[src/sv/kvs_pkg.sv]
// ----------------------------------------------------------------------------
// kvs_pkg
// Types, constants and register map of the key/value string splitter.
// ----------------------------------------------------------------------------
package kvs_pkg;

  localparam int DELIM_MAX_DEF    = 4;
  localparam int OFFSET_WIDTH_DEF = 16;

  localparam int FIELD_W    = 16;
  localparam int IN_DATA_W  = 8;
  localparam int IN_USER_W  = 2;
  localparam int OUT_DATA_W = 72;
  localparam int OUT_USER_W = 1;
  localparam int CFG_ADDR_W = 4;
  localparam int CFG_DATA_W = 32;
  localparam int LEN_W      = 3;

  // Input op codes. The spare code is handled like an empty row.
  localparam logic [1:0] OP_DATA  = 2'd0;
  localparam logic [1:0] OP_NULL  = 2'd1;
  localparam logic [1:0] OP_EMPTY = 2'd2;
  localparam logic [1:0] OP_SPARE = 2'd3;

  // Result kinds.
  localparam logic KIND_ENTRY   = 1'b0;
  localparam logic KIND_ROW_END = 1'b1;

  // Register indexes.
  localparam logic [1:0] REG_ENTRY_DELIM     = 2'd0;
  localparam logic [1:0] REG_ENTRY_DELIM_LEN = 2'd1;
  localparam logic [1:0] REG_KV_DELIM        = 2'd2;
  localparam logic [1:0] REG_KV_DELIM_LEN    = 2'd3;

  localparam logic [31:0]      ENTRY_DELIM_RST     = 32'd44;
  localparam logic [LEN_W-1:0] ENTRY_DELIM_LEN_RST = 3'd1;
  localparam logic [31:0]      KV_DELIM_RST        = 32'd61;
  localparam logic [LEN_W-1:0] KV_DELIM_LEN_RST    = 3'd1;

  typedef struct packed {
    logic               kind;
    logic [FIELD_W-1:0] key_start;
    logic [FIELD_W-1:0] key_len;
    logic [FIELD_W-1:0] value_start;
    logic [FIELD_W-1:0] value_len;
    logic               overflow;
  } res_t;

  typedef struct packed {
    logic [LEN_W-1:0] kv_count;
    logic             kv_off;
    logic             overflow;
  } emit_ctl_t;

endpackage

[src/sv/kvs_emit.sv]
// ----------------------------------------------------------------------------
// kvs_emit
// Turns one entry span and its kv matches into a map entry word.
// ----------------------------------------------------------------------------
module kvs_emit #(
  parameter int OFFSET_WIDTH = kvs_pkg::OFFSET_WIDTH_DEF
) (
  input  logic [OFFSET_WIDTH-1:0]  ent_begin,
  input  logic [OFFSET_WIDTH-1:0]  ent_stop,
  input  logic [OFFSET_WIDTH-1:0]  end1,
  input  logic [OFFSET_WIDTH-1:0]  end2,
  input  logic [kvs_pkg::LEN_W-1:0] kv_len,
  input  kvs_pkg::emit_ctl_t       ctl,
  output kvs_pkg::res_t            res
);
  import kvs_pkg::*;

  localparam int W = OFFSET_WIDTH;

  function automatic logic [FIELD_W-1:0] to_field(input logic [W-1:0] x);
    logic [W+FIELD_W-1:0] t;
    t = {{FIELD_W{1'b0}}, x};
    return t[FIELD_W-1:0];
  endfunction

  logic          tail;
  logic [1:0]    parts;
  logic [W-1:0]  klen_w;
  logic [W-1:0]  key_by_match;

  assign klen_w       = W'(kv_len);
  assign key_by_match = end1 - klen_w - ent_begin;

  always_comb begin
    tail = 1'b0;
    case (ctl.kv_count)
      3'd0:    tail = ent_stop > ent_begin;
      3'd1:    tail = end1 < ent_stop;
      default: tail = end2 < ent_stop;
    endcase
    parts = ctl.kv_count[1:0] + {1'b0, tail};

    res          = '0;
    res.kind     = KIND_ENTRY;
    res.overflow = ctl.overflow;
    // Three or more parts, or no kv delimiter at all, give an empty pair.
    if (!ctl.kv_off && ctl.kv_count < 3'd3) begin
      if (parts == 2'd1) begin
        res.key_start = to_field(ent_begin);
        res.key_len   = (ctl.kv_count == 3'd0) ? to_field(ent_stop - ent_begin)
                                               : to_field(key_by_match);
      end else if (parts == 2'd2) begin
        res.key_start   = to_field(ent_begin);
        res.key_len     = to_field(key_by_match);
        res.value_start = to_field(end1);
        res.value_len   = (ctl.kv_count == 3'd1) ? to_field(ent_stop - end1)
                                                 : to_field(end2 - klen_w - end1);
      end
    end
  end

endmodule

[src/sv/key_value_string_splitter_core.sv]
// The results of an input word are written into the result queue as the word is taken.
// Throughput: one input word per cycle; a row end adds one or two result words and
// a null row two. The four-deep result queue sets the rate: input is taken while
// two slots are free.
// Reset (synchronous, rst_n low) restores default delimiters and clears the row
// state and the result queue.
// ----------------------------------------------------------------------------
// key_value_string_splitter_core
// Splits row bytes into key/value map entries reported as byte offsets.
// ----------------------------------------------------------------------------
module key_value_string_splitter_core #(
  parameter int DELIM_MAX    = kvs_pkg::DELIM_MAX_DEF,
  parameter int OFFSET_WIDTH = kvs_pkg::OFFSET_WIDTH_DEF
) (
  input  logic                            clk,
  input  logic                            rst_n,
  input  logic                            in_tvalid,
  output logic                            in_tready,
  input  logic [kvs_pkg::IN_DATA_W-1:0]   in_tdata,   // data_byte
  input  logic [kvs_pkg::IN_USER_W-1:0]   in_tuser,   // op
  input  logic                            in_tlast,
  output logic                            out_tvalid,
  input  logic                            out_tready,
  // key_start, key_len, value_start, value_len, overflow, zero fill
  output logic [kvs_pkg::OUT_DATA_W-1:0]  out_tdata,
  output logic [kvs_pkg::OUT_USER_W-1:0]  out_tuser,  // kind
  input  logic                            cfg_psel,
  input  logic                            cfg_penable,
  input  logic                            cfg_pwrite,
  input  logic [kvs_pkg::CFG_ADDR_W-1:0]  cfg_paddr,
  input  logic [kvs_pkg::CFG_DATA_W-1:0]  cfg_pwdata,
  output logic [kvs_pkg::CFG_DATA_W-1:0]  cfg_prdata,
  output logic                            cfg_pready
);
  import kvs_pkg::*;

  localparam int W   = OFFSET_WIDTH;
  localparam int DM  = DELIM_MAX;
  localparam int WB  = 8 * DM;
  localparam logic [W-1:0] OFF_MAX = {W{1'b1}};

  // ---------------- configuration registers ----------------
  logic [31:0]      edelim_r, kdelim_r;
  logic [LEN_W-1:0] elen_r, klen_r;
  logic             cfg_wr;

  assign cfg_pready = 1'b1;
  assign cfg_wr     = cfg_psel && cfg_penable && cfg_pwrite && cfg_pready;

  always_ff @(posedge clk) begin
    if (!rst_n) begin
      edelim_r <= ENTRY_DELIM_RST;
      elen_r   <= ENTRY_DELIM_LEN_RST;
      kdelim_r <= KV_DELIM_RST;
      klen_r   <= KV_DELIM_LEN_RST;
    end else if (cfg_wr) begin
      unique case (cfg_paddr[3:2])
        REG_ENTRY_DELIM:     edelim_r <= cfg_pwdata;
        REG_ENTRY_DELIM_LEN: elen_r   <= cfg_pwdata[LEN_W-1:0];
        REG_KV_DELIM:        kdelim_r <= cfg_pwdata;
        REG_KV_DELIM_LEN:    klen_r   <= cfg_pwdata[LEN_W-1:0];
        default: ;
      endcase
    end
  end

  always_comb begin
    unique case (cfg_paddr[3:2])
      REG_ENTRY_DELIM:     cfg_prdata = edelim_r;
      REG_ENTRY_DELIM_LEN: cfg_prdata = {29'd0, elen_r};
      REG_KV_DELIM:        cfg_prdata = kdelim_r;
      REG_KV_DELIM_LEN:    cfg_prdata = {29'd0, klen_r};
      default:             cfg_prdata = '0;
    endcase
  end

  // ---------------- delimiter match ----------------
  // The window holds the newest byte in its low byte.
  function automatic logic delim_hit(input logic [31:0] pat, input logic [LEN_W-1:0] len,
                                     input logic [WB-1:0] win, input logic [W-1:0] floor,
                                     input logic [W-1:0] pos);
    logic [WB+31:0] pat_ext;
    logic           ok;
    int             idx;
    pat_ext = {{WB{1'b0}}, pat};
    ok = (len != '0) && (int'(len) <= DM) && ((pos - floor) >= W'(len));
    for (int i = 0; i < DM; i++) begin
      if (i < int'(len)) begin
        idx = int'(len) - 1 - i;
        if (pat_ext[8*i +: 8] != win[8*idx +: 8]) ok = 1'b0;
      end
    end
    return ok;
  endfunction

  // ---------------- row state ----------------
  logic [W-1:0]     pos_r, begin_r, efloor_r, kfloor_r, end0_r, end1_r;
  logic [WB-1:0]    recent_r;
  logic [LEN_W-1:0] kcnt_r;
  logic [DM-1:0]    marks_r;
  logic             rovf_r;

  logic [W-1:0]     pos_nxt, begin_nxt, efloor_nxt, kfloor_nxt, end0_nxt, end1_nxt;
  logic [WB-1:0]    recent_nxt;
  logic [LEN_W-1:0] kcnt_nxt;
  logic [DM-1:0]    marks_nxt;
  logic             rovf_nxt;

  logic             in_acc;
  logic [1:0]       op;
  logic [W-1:0]     cur_end;
  logic [WB+7:0]    win_full;
  logic [WB-1:0]    win;
  logic             kvm, ehit, ovf_cur;
  logic [DM-1:0]    ent_marks;
  logic [LEN_W-1:0] wdrawn;
  // Kv match ends as updated by this byte, before any entry or row clear.
  logic [W-1:0]     end0_pre, end1_pre;

  logic [W-1:0]     em_stop;
  emit_ctl_t        em_ctl;
  res_t             em_res;
  res_t             r0, r1, rowend;
  logic [1:0]       nres;

  assign in_acc   = in_tvalid && in_tready;
  assign op       = in_tuser;
  assign win_full = {recent_r, in_tdata};
  assign win      = win_full[WB-1:0];

  always_comb begin
    ovf_cur  = rovf_r || (pos_r == OFF_MAX);
    cur_end  = (pos_r == OFF_MAX) ? OFF_MAX : pos_r + W'(1);

    kvm        = delim_hit(kdelim_r, klen_r, win, kfloor_r, cur_end);
    kfloor_nxt = kvm ? cur_end : kfloor_r;
    end0_pre   = (kvm && kcnt_r == 3'd0) ? cur_end : end0_r;
    end1_pre   = (kvm && kcnt_r == 3'd1) ? cur_end : end1_r;
    end0_nxt   = end0_pre;
    end1_nxt   = end1_pre;
    kcnt_nxt   = (kvm && kcnt_r != 3'd7) ? kcnt_r + 3'd1 : kcnt_r;
    marks_nxt  = DM'({marks_r, kvm});

    ehit = delim_hit(edelim_r, elen_r, win, efloor_r, cur_end);
    // A kv match ending inside the closing entry delimiter is withdrawn.
    ent_marks = '0;
    for (int i = 0; i < DM; i++) begin
      if (i < int'(elen_r)) ent_marks[i] = marks_nxt[i];
    end
    wdrawn = '0;
    for (int i = 0; i < DM; i++) wdrawn = wdrawn + LEN_W'(ent_marks[i]);

    em_stop         = ehit ? cur_end - W'(elen_r) : cur_end;
    em_ctl.kv_count = ehit ? kcnt_nxt - wdrawn : kcnt_nxt;
    em_ctl.kv_off   = (klen_r == '0);
    em_ctl.overflow = ovf_cur;

    begin_nxt  = begin_r;
    efloor_nxt = efloor_r;
    if (ehit) begin
      begin_nxt  = cur_end;
      efloor_nxt = cur_end;
      kfloor_nxt = cur_end;
      kcnt_nxt   = '0;
      marks_nxt  = '0;
      end0_nxt   = '0;
      end1_nxt   = '0;
    end
    pos_nxt    = cur_end;
    recent_nxt = win;
    rovf_nxt   = ovf_cur;

    rowend          = '0;
    rowend.kind     = KIND_ROW_END;
    rowend.overflow = ovf_cur;
    r0   = em_res;
    r1   = rowend;
    nres = 2'd0;

    if (op == OP_DATA) begin
      if (ehit) begin
        nres = in_tlast ? 2'd2 : 2'd1;
      end else if (in_tlast) begin
        if (elen_r != '0 && begin_r < cur_end) begin
          nres = 2'd2;
        end else begin
          r0   = rowend;
          nres = 2'd1;
        end
      end
    end else if (op == OP_NULL) begin
      r0      = '0;
      r1      = '0;
      r1.kind = KIND_ROW_END;
      nres    = 2'd2;
    end else begin
      r0      = '0;
      r0.kind = KIND_ROW_END;
      nres    = 2'd1;
    end

    // Any row end, null row or empty row starts a fresh row.
    if (op != OP_DATA || in_tlast) begin
      pos_nxt    = '0;
      begin_nxt  = '0;
      efloor_nxt = '0;
      kfloor_nxt = '0;
      end0_nxt   = '0;
      end1_nxt   = '0;
      recent_nxt = '0;
      kcnt_nxt   = '0;
      marks_nxt  = '0;
      rovf_nxt   = 1'b0;
    end
  end

  kvs_emit #(.OFFSET_WIDTH(OFFSET_WIDTH)) u_emit (
    .ent_begin (begin_r),
    .ent_stop  (em_stop),
    .end1      (end0_pre),
    .end2      (end1_pre),
    .kv_len    (klen_r),
    .ctl       (em_ctl),
    .res       (em_res)
  );

  always_ff @(posedge clk) begin
    if (!rst_n) begin
      pos_r    <= '0;
      begin_r  <= '0;
      efloor_r <= '0;
      kfloor_r <= '0;
      end0_r   <= '0;
      end1_r   <= '0;
      recent_r <= '0;
      kcnt_r   <= '0;
      marks_r  <= '0;
      rovf_r   <= 1'b0;
    end else if (in_acc) begin
      pos_r    <= pos_nxt;
      begin_r  <= begin_nxt;
      efloor_r <= efloor_nxt;
      kfloor_r <= kfloor_nxt;
      end0_r   <= end0_nxt;
      end1_r   <= end1_nxt;
      recent_r <= recent_nxt;
      kcnt_r   <= kcnt_nxt;
      marks_r  <= marks_nxt;
      rovf_r   <= rovf_nxt;
    end
  end

  // ---------------- result queue ----------------
  res_t       q_mem [4];
  logic [1:0] wr_r, rd_r, wr_nxt, rd_nxt;
  logic [2:0] cnt_r, cnt_nxt;
  logic [1:0] push_n;
  logic       pop;
  res_t       head;

  assign in_tready  = (cnt_r <= 3'd2);
  assign push_n     = in_acc ? nres : 2'd0;
  assign out_tvalid = (cnt_r != 3'd0);
  assign pop        = out_tvalid && out_tready;
  assign head       = q_mem[rd_r];
  assign out_tuser  = head.kind;
  assign out_tdata  = {7'd0, head.overflow, head.value_len, head.value_start,
                       head.key_len, head.key_start};

  always_comb begin
    wr_nxt  = wr_r + push_n;
    rd_nxt  = rd_r + {1'b0, pop};
    cnt_nxt = cnt_r + {1'b0, push_n} - {2'd0, pop};
  end

  always_ff @(posedge clk) begin
    if (push_n != 2'd0) q_mem[wr_r] <= r0;
    if (push_n == 2'd2) q_mem[wr_r + 2'd1] <= r1;
  end

  always_ff @(posedge clk) begin
    if (!rst_n) begin
      wr_r  <= '0;
      rd_r  <= '0;
      cnt_r <= '0;
    end else begin
      wr_r  <= wr_nxt;
      rd_r  <= rd_nxt;
      cnt_r <= cnt_nxt;
    end
  end

endmodule

[config.mk]
export PLATFORM = sky130hd
export DESIGN_NAME = key_value_string_splitter_core
export DESIGN_NICKNAME = d
export VERILOG_FILES = /design/src/sv/kvs_pkg.sv /design/src/sv/kvs_emit.sv /design/src/sv/key_value_string_splitter_core.sv
export SDC_FILE = /design/constraint.sdc
export NUM_CORES = 1
export LEC_CHECK = 0
export ABC_AREA = 1
export BUFFER_PORTS_ARGS = -buffer_cell sky130_fd_sc_hd__buf_2
export CORE_MARGIN = 3
export CORE_UTILIZATION = 40
export CTS_CLUSTER_SIZE = 40
export DETAILED_ROUTE_END_ITERATION = 8
export GPL_ROUTABILITY_DRIVEN = 0
export PLACE_DENSITY = 0.65
export SYNTH_ARGS = -nofsm -noshare
export SYNTH_HDL_FRONTEND = slang
export SYNTH_SLANG_ARGS = --single-unit
[constraint.sdc]
create_clock -name clk -period 18.7 [get_ports clk]
set_input_delay 5.61 -clock clk [delete_from_list [all_inputs] [get_ports clk]]
set_output_delay 5.61 -clock clk [all_outputs]
set_load 0.1 [all_outputs]
# ---- Word level (Yosys, flattened, before mapping)
# Memories as Yosys holds them, arrays and structs flattened. A register that Yosys moved wholly into a read port is not among the register bits.
# Cells that the tools add are included.
dict set report classes {
  addsub 29
  order_cmp 18
  eq_ne 19
  shifts 8
  n_mux 69
  n_reduce_logical 34
}
# cell count
set ops {}
lappend ops {{two-way mux 66 bit} 5}
lappend ops {{two-way mux 16 bit} 16}
lappend ops {{indexed part select 32 x 8 -> 8 bit} 6}
lappend ops {{two-way mux 64 bit} 2}
lappend ops {{case mux 32 bit (4 select lines)} 1}
lappend ops {{subtractor 16 bit} 6}
lappend ops {{two-way mux 32 bit} 2}
lappend ops {{inequality test 8 bit} 8}
lappend ops {{indexed part select 32 x 7 -> 8 bit} 2}
lappend ops {{less-than comparator 16 bit} 3}
lappend ops {{subtractor 16 x 3 -> 16 bit} 3}
lappend ops {{greater-or-equal comparator 16 x 3 -> 1 bit} 2}
lappend ops {{two-way mux 1 bit} 27}
lappend ops {{two-way mux 24 bit} 1}
lappend ops {{subtractor 4 x 3 -> 5 bit, second input constant} 4}
lappend ops {{two-way mux 3 bit} 6}
lappend ops {{adder 16 x 1 -> 16 bit, second input constant} 1}
lappend ops {{== test 16 bit, second input constant} 1}
lappend ops {{greater-than comparator 16 bit} 1}
lappend ops {{two-way mux 2 bit} 8}
lappend ops {{logical AND 1 bit} 13}
lappend ops {{less-than comparator 1 x 3 -> 1 bit, first input constant} 4}
lappend ops {{less-than comparator 2 x 3 -> 1 bit, first input constant} 4}
lappend ops {{AND reduction 2 bit} 6}
lappend ops {{26 further kinds} 45}
dict set report word_totals {
  ff_bits 188
  mem_bits_rw 264
  in_bits 54
  out_inout_bits 108
  elab_cells 194
  memories 1
}
# name depth word_bits rd rd_clocked_by_memory_dff wr line
set memory_table {}
lappend memory_table {q_mem 4 66 1 1 2 key_value_string_splitter_core.sv:254} ;# res_t q_mem [4];

# ---- Depth between registers and ports, before layout
# Gate-level depths: netlist of the first run.
dict set report logic_depth {
  ltp_word 30
  mapped_depth 52
  depth_no_buf 51
}

# ---- By module
# Synthesis of the first run repeated with hierarchy kept, for this count alone.
dict set report hier_totals {
  cells_unflattened 5640
  area_unflattened_um2 32945.3
}
# mod n_inst cells_each area_per_inst_um2 seq_area_each_um2
set by_module_without_submodules {}
lappend by_module_without_submodules {key_value_string_splitter_core 1 4567 27366.2 9088.7}
lappend by_module_without_submodules {kvs_emit 1 1073 5579.1 0.0}

# ---- Worst setup path before layout of the first run
# Ideal clock, no wire load.
dict set report synth_timing {
  path_type {in2out}
  from {input cfg_paddr[3] (netlist name)}
  to {output cfg_prdata[25] (netlist name)}
  arrival_time_ns 8.200
  required_ns 13.090
  setup_slack_ns 4.890
  path_stages 5
  n_path_buf 1
  cell_sequence {inv_1 > nor2_1 > inv_1 > clkbuf_1 > o21ai_0}
}
dict set report synth_via {
  elab_chain_cells 2
  elab_cells_between_ends 5
}
# item line
set synth_rtl {}
lappend synth_rtl {{from (decl)} key_value_string_splitter_core.sv:30} ;# input logic [kvs_pkg::CFG_ADDR_W-1:0] cfg_paddr,
lappend synth_rtl {{== test 2 bit, or another cell as far along} key_value_string_splitter_core.sv:68} ;# unique case (cfg_paddr[3:2])
lappend synth_rtl {{case mux 32 bit (4 select lines) *} key_value_string_splitter_core.sv:68}
lappend synth_rtl {{to (decl)} key_value_string_splitter_core.sv:32} ;# output logic [kvs_pkg::CFG_DATA_W-1:0] cfg_prdata,
# Mark *: on every way between the ends. The rest lies on a longest branch, timed or not.

# ---- Worst setup path after layout of the first run
dict set report layout_timing {
  from {input cfg_paddr[3] (netlist name)}
  to {output cfg_prdata[9] (netlist name)}
}
# Same word-level chain as after synthesis.

==> flow_metrics.tcl, run 1 <==
set metrics [dict create \
    cts_inserted_buffers 53 \
    synth_edf_count 4 \
    yosys_most_used_dff "dfxtp_1" \
    synthCells 4650 \
    intPower_mw 2.25 \
    hold_violations 0 \
    grt-ovfl-total 0 \
    power_frac_seq 0.245 \
    worstHoldPathType "reg2reg" \
    clockBufferDepth 3 \
    hpwl_um 70000 \
    grt_pass1_vias 27800 \
    port_buffers 151 \
    min_period_ns 13.71 \
    drt-vias-per-instance 5.39 \
    synth_area_leaders "dfxtp_1 30%, nand2_1 19%, ha_1 6.7%" \
    cp.arrival_ns 8.10 \
    rows 98 \
    clock_sink_count 452 \
    max_freq_ghz 0.0729 \
    synthDominantCellAreaShare 0.304 \
    cts.reportedPaths.clkPinSlew_ns 0.06 \
    start_util 0.408 \
    final_cell_mix "1467 x nand2_1, 480 x inv_1, 445 x dfxtp_1" \
    wl_um 99000 \
    total_power_mw 4.49 \
    htree_num_levels 2 \
    dp_slack_ns 5.04 \
    startpoint_type "primary input" \
    cts-root-buf "clkbuf_16" \
    drc 0 \
    ys_seq_elements 452 \
    synth_area_per_cell_um2 6.34 \
    track_usage 0.245 \
    cts_tree "yes" \
    cp_data_required_time_ns 13.09 \
    postCtsHoldBufs 0 \
    clk_latency_ns 0.63 \
    dr.pass1.iters 5 \
    layout_commonest_cell "nand2_1" \
    fin_crit_sh 0.733 \
    clockPowerShare 0.243 \
    antenna_found_initial 2 \
    power.density_nw_per_um2 138 \
    placed_area_um2 30800 \
    synth-seq-area-share 0.308 \
    synth_area_leader_cell "dfxtp_1" \
    grt_max_degree 94 \
    dieHeight_um 277 \
    swShare 0.499 \
    syn_area_um2 29500 \
    path_class "in2out" \
    cts_setup_buffers 0 \
    fp.dieArea_um2 77000 \
    synth_warnings 4 \
    coreArea_um2 72200 \
    maxCapViolCount 0 \
    routedWlPerCell_um 17.5 \
    end_kind "primary output" \
    die_x_um 277 \
    fin_ws_ns 4.99 \
    nets 4906 \
    final_antenna_net_count 0 \
    async_reset_ff_frac 0 \
    cp_max_fo 27 \
    finalSetupViolCount 0 \
    drive_gt1_frac 0.0773 \
    p_switching_mw 2.24 \
    ys_types 61 \
    hold_path_depth 2 \
    areaGrowthSynthToFinish_pct 10.7 \
    reg2regPathDepth 48 \
    rsz0062_at_grt "no" \
    initialDrtViolationCount 3090 \
    reg2reg_slack_ns 7.97 \
    skew_ns 0.0702 \
    grt_pass1_wl_um 154000 \
    combPwrFrac 0.512 \
    hp-start "q_mem[2][32]" \
    power_leakage_nw 16.3 \
    min_to "q_mem[2][32]" \
    max-vdd-ir-drop_mv 0.194 \
    cts-resized-gates 0 \
    vias 30600 \
    tns_ns 0 \
    stdcell_area_um2 32600 \
    status "finished, final reports clean" \
    max_slew_margin 0.214 \
    tightest_slew_ns 1.18 \
    drv_slew 0 \
    r2r_start "pos_r[0]" \
    r2r-end "q_mem[2][49]" \
    ios 162 \
]
## critical path: stages
cell	delay [ns]
buf_2	0.12
nor2_1	0.43
clkinv_1	0.87
o22ai_1	0.53
buf_2	0.50
## logic make-up (layout without fill, tap and decap cells)
| logic type | count (synthesis) | in the layout | share of synthesized area |
|---|---|---|---|
| and+or+nand+nor | 2382 | 2382 | 0.335 |
| other | 2 | 10 | 0.000255 |
| adders and majority gates | 176 | 176 | 0.0790 |
| buffers and inverters | 722 | 785 | 0.0955 |
| AOI/OAI and AO/OA | 830 | 830 | 0.156 |
| muxes | 4 | 4 | 0.00136 |
| xor gates and xnor gates | 82 | 82 | 0.0246 |
| DFF | 452 | 452 | 0.308 |
## power groups by stage
stage	clock, mW	sequential, mW	combinational, mW
2_1_floorplan	0	1.09	1.80
3_3_place_gp	0	1.11	2.26
3_5_place_dp	0	1.12	2.27
4_1_cts	1.11	1.10	2.28
5_1_grt	1.15	1.11	2.50
6_report	1.09	1.10	2.30
## final cells by class
| cell class | count | area (µm²) |
|---|---|---|
| fillers | 7589 | 39600 |
| multi-input cells | 3482 | 17600 |
| flip-flops and latches | 452 | 9090 |
| inverters | 511 | 1920 |
| clock buffers | 71 | 1470 |
| well taps | 950 | 1190 |
| repair buffers | 176 | 943 |
| clock inverters | 27 | 368 |
| diodes | 2 | 5.00 |
## per-layer routing
| metal | global-route usage | part of all wire |
|---|---|---|
| met5 | 0 | 0 |
| met1 | 0.339 | 0.45 |
| met2 | 0.389 | 0.44 |
| met4 | 0.0867 | 0.035 |
| met3 | 0.0368 | 0.081 |
## synth_stat cells, drive strengths merged (2+ instances only)
library cell  count
clkbuf          156
a41oi             2
inv             500
a21boi            3
conb              2
nand3b           14
and2              8
o22ai           113
clkinv           11
mux2i             4
a221oi            3
o21ai           372
xnor2            32
dfxtp           448
or2              19
nand2          1476
o2111ai           3
buf              55
nand4            39
fa               17
nor3             26
o21bai           16
nand3           376
a21o              3
a31oi             2
nor2            414
xor2             50
edfxtp            4
o21a             18
o31ai             4
a22oi            25
nor4              6
o211ai           12
a211oi            6
a21oi           244
ha              159
## flip-flops by register name, indices dropped and copies added, names as in the netlist
register	cells
marks_r	3
elen_r	3
wr_r	2
efloor_r	16
kfloor_r	16
recent_r	24
cnt_r	3
q_mem	264
kcnt_r	3
rovf_r	1
edelim_r	32
end0_r	16
pos_r	16
rd_r	2
klen_r	3
kdelim_r	32
end1_r	16
## worst max-delay path by stage
| stage | start | to | cells past startpoint |
|---|---|---|---|
| after floorplan | cfg_paddr[3] | cfg_prdata[25] | 5 |
| after global placement | cfg_paddr[3] | cfg_prdata[14] | 5 |
| after detailed placement | cfg_paddr[3] | cfg_prdata[14] | 5 |
| after CTS | cfg_paddr[3] | cfg_prdata[14] | 5 |
| after global routing | cfg_paddr[3] | cfg_prdata[14] | 5 |
| final | cfg_paddr[3] | cfg_prdata[9] | 5 |
## stage by stage
stage,util,cells,hold slack (ns)
final,0.452,5671,0.447
after global routing,0.452,5669,0.460
after CTS,0.452,5669,0.449
after detailed placement,0.426,5571,0.434
after global placement,0.426,5571,0.432
after floorplan,-,4656,0.421
(Power assumes the default switching activity.)
==> run 2: changes to the inputs <==
- PLACE_DENSITY: 0.65 -> 0.67
- clock period: 18.7 -> 11.21 ns (I/O delays scaled with it)
==> flow_metrics.tcl, run 2 (same netlist as run 1, synthesis figures left out) <==
set metrics [dict create \
    max_freq_ghz 0.102 \
    start_util 0.408 \
    postCtsHoldBufs 0 \
    tightest_slew_ns 1.15 \
    cp_top_family "simple AND/OR/NAND/NOR gates" \
    maxCapViolCount 0 \
    coreArea_um2 72200 \
    min_period_ns 9.79 \
    combPwrFrac 0.516 \
    dp_slack_ns 0.975 \
    cp_num_buf_inv 6 \
    critPathSlowestCell "nor4_1" \
    cp_data_required_time_ns 11.78 \
    routedWlPerCell_um 17.5 \
    layout_commonest_cell "nand2_1" \
    max_stage_delay_ns 0.57 \
    dr.pass1.iters 6 \
    max_slew_margin 0.232 \
    wl_um 99000 \
    power_leakage_nw 16.3 \
    areaGrowthSynthToFinish_pct 10.9 \
    nets 4914 \
    drive_gt1_frac 0.0798 \
    finalSetupViolCount 0 \
    grt_pass1_wl_um 154000 \
    track_usage 0.245 \
    stdcell_area_um2 32700 \
    cpMostUsedCell "nand2_1" \
    fin_crit_sh 0.873 \
    skew_ns 0.0713 \
    antenna_found_initial 2 \
    dieHeight_um 277 \
    drt-vias-per-instance 5.39 \
    top_register "q_mem" \
    hold_violations 0 \
    utilization 0.452 \
    die_x_um 277 \
    cts_tree "yes" \
    tns_ns 0 \
    startpoint_type "primary input" \
    cts_inserted_buffers 51 \
    grt_pass1_vias 27500 \
    worstHoldPathType "reg2reg" \
    port_buffers 151 \
    path_class "in2reg" \
    power_frac_seq 0.245 \
    p_switching_mw 3.74 \
    end_kind "flop" \
    cp_max_fo 47 \
    max-vdd-ir-drop_mv 0.397 \
    initialDrtViolationCount 3157 \
    clock_sink_count 452 \
    rsz0062_at_grt "no" \
    drv_slew 0 \
    cp.arrival_ns 10.36 \
    swShare 0.501 \
    clk_latency_ns 0.63 \
    power.density_nw_per_um2 228 \
    ios 162 \
    reg.largest.list "q_mem (264), edelim_r (32), kdelim_r (32)" \
    fin_ws_ns 1.42 \
    intPower_mw 3.73 \
    drc 0 \
    cts-root-buf "clkbuf_16" \
    vias 30600 \
    clockBufferDepth 3 \
    final_antenna_net_count 0 \
    holdWs_ns 0.449 \
    placed_area_um2 30900 \
    htree_num_levels 2 \
    cts-resized-gates 0 \
    hpwl_um 70300 \
    final_cell_mix "1467 x nand2_1, 480 x inv_1, 445 x dfxtp_1" \
    rows 98 \
    cts.reportedPaths.clkPinSlew_ns 0.06 \
    clockPowerShare 0.238 \
    largest_reg_flops 264 \
    fp.dieArea_um2 77000 \
    cts_setup_buffers 0 \
    grt-ovfl-total 0 \
    status "finished, final reports clean" \
    grt_max_degree 93 \
]
run 2: final timing paths:
kind | endpoint | cells after the start | from | slack [ns]
max | q_mem[3][32] | 37 | in_tdata[4] | 1.42
min | q_mem[2][20] | 2 | q_mem[2][20] | 0.45
max reg2reg | q_mem[3][32] | 47 | pos_r[0] | 1.78
min reg2reg | q_mem[2][20] | 2 | q_mem[2][20] | 0.45
run 2: metal layers:
layer	part of all wire	routed length, µm	global-route usage	vias to the layer above
met3	0.084	8280	0.0359	199
met2	0.44	43300	0.384	1249
met1	0.44	43900	0.343	14000
met4	0.036	3610	0.0890	2
met5	0.00013	13	0	-
li1	-	-	-	15100
run 2: cell type report:
cell class	count	area, µm²
fill	7613	39500
multi-input combinational	3482	17600
sequential	452	9090
inverter	511	1920
clock buffer	69	1450
tap	950	1190
timing repair buffer	186	1060
clock inverter	25	338
antenna	1	2.50
run 2: through the flow:
stage               total power, mW  std cells
detailed placement             5.66       5581
global placement               5.64       5581
floorplan                      4.82       4656
global route                   7.89       5675
CTS                            7.45       5675
finish                         7.47       5676
run 2: power by group through the flow:
stage / clock network [mW] / registers, mW / logic (mW)
floorplan: 0 / 1.82 / 3.00
finish: 1.78 / 1.83 / 3.85
CTS: 1.81 / 1.83 / 3.81
global placement: 0 / 1.86 / 3.78
global route: 1.87 / 1.85 / 4.18
detailed placement: 0 / 1.86 / 3.80
run 2: tightest hold or removal path: stages, from the launching register on:
cell and delay, ns:
dfxtp_1 0.31, nand2_1 0.06, nand2_1 0.04
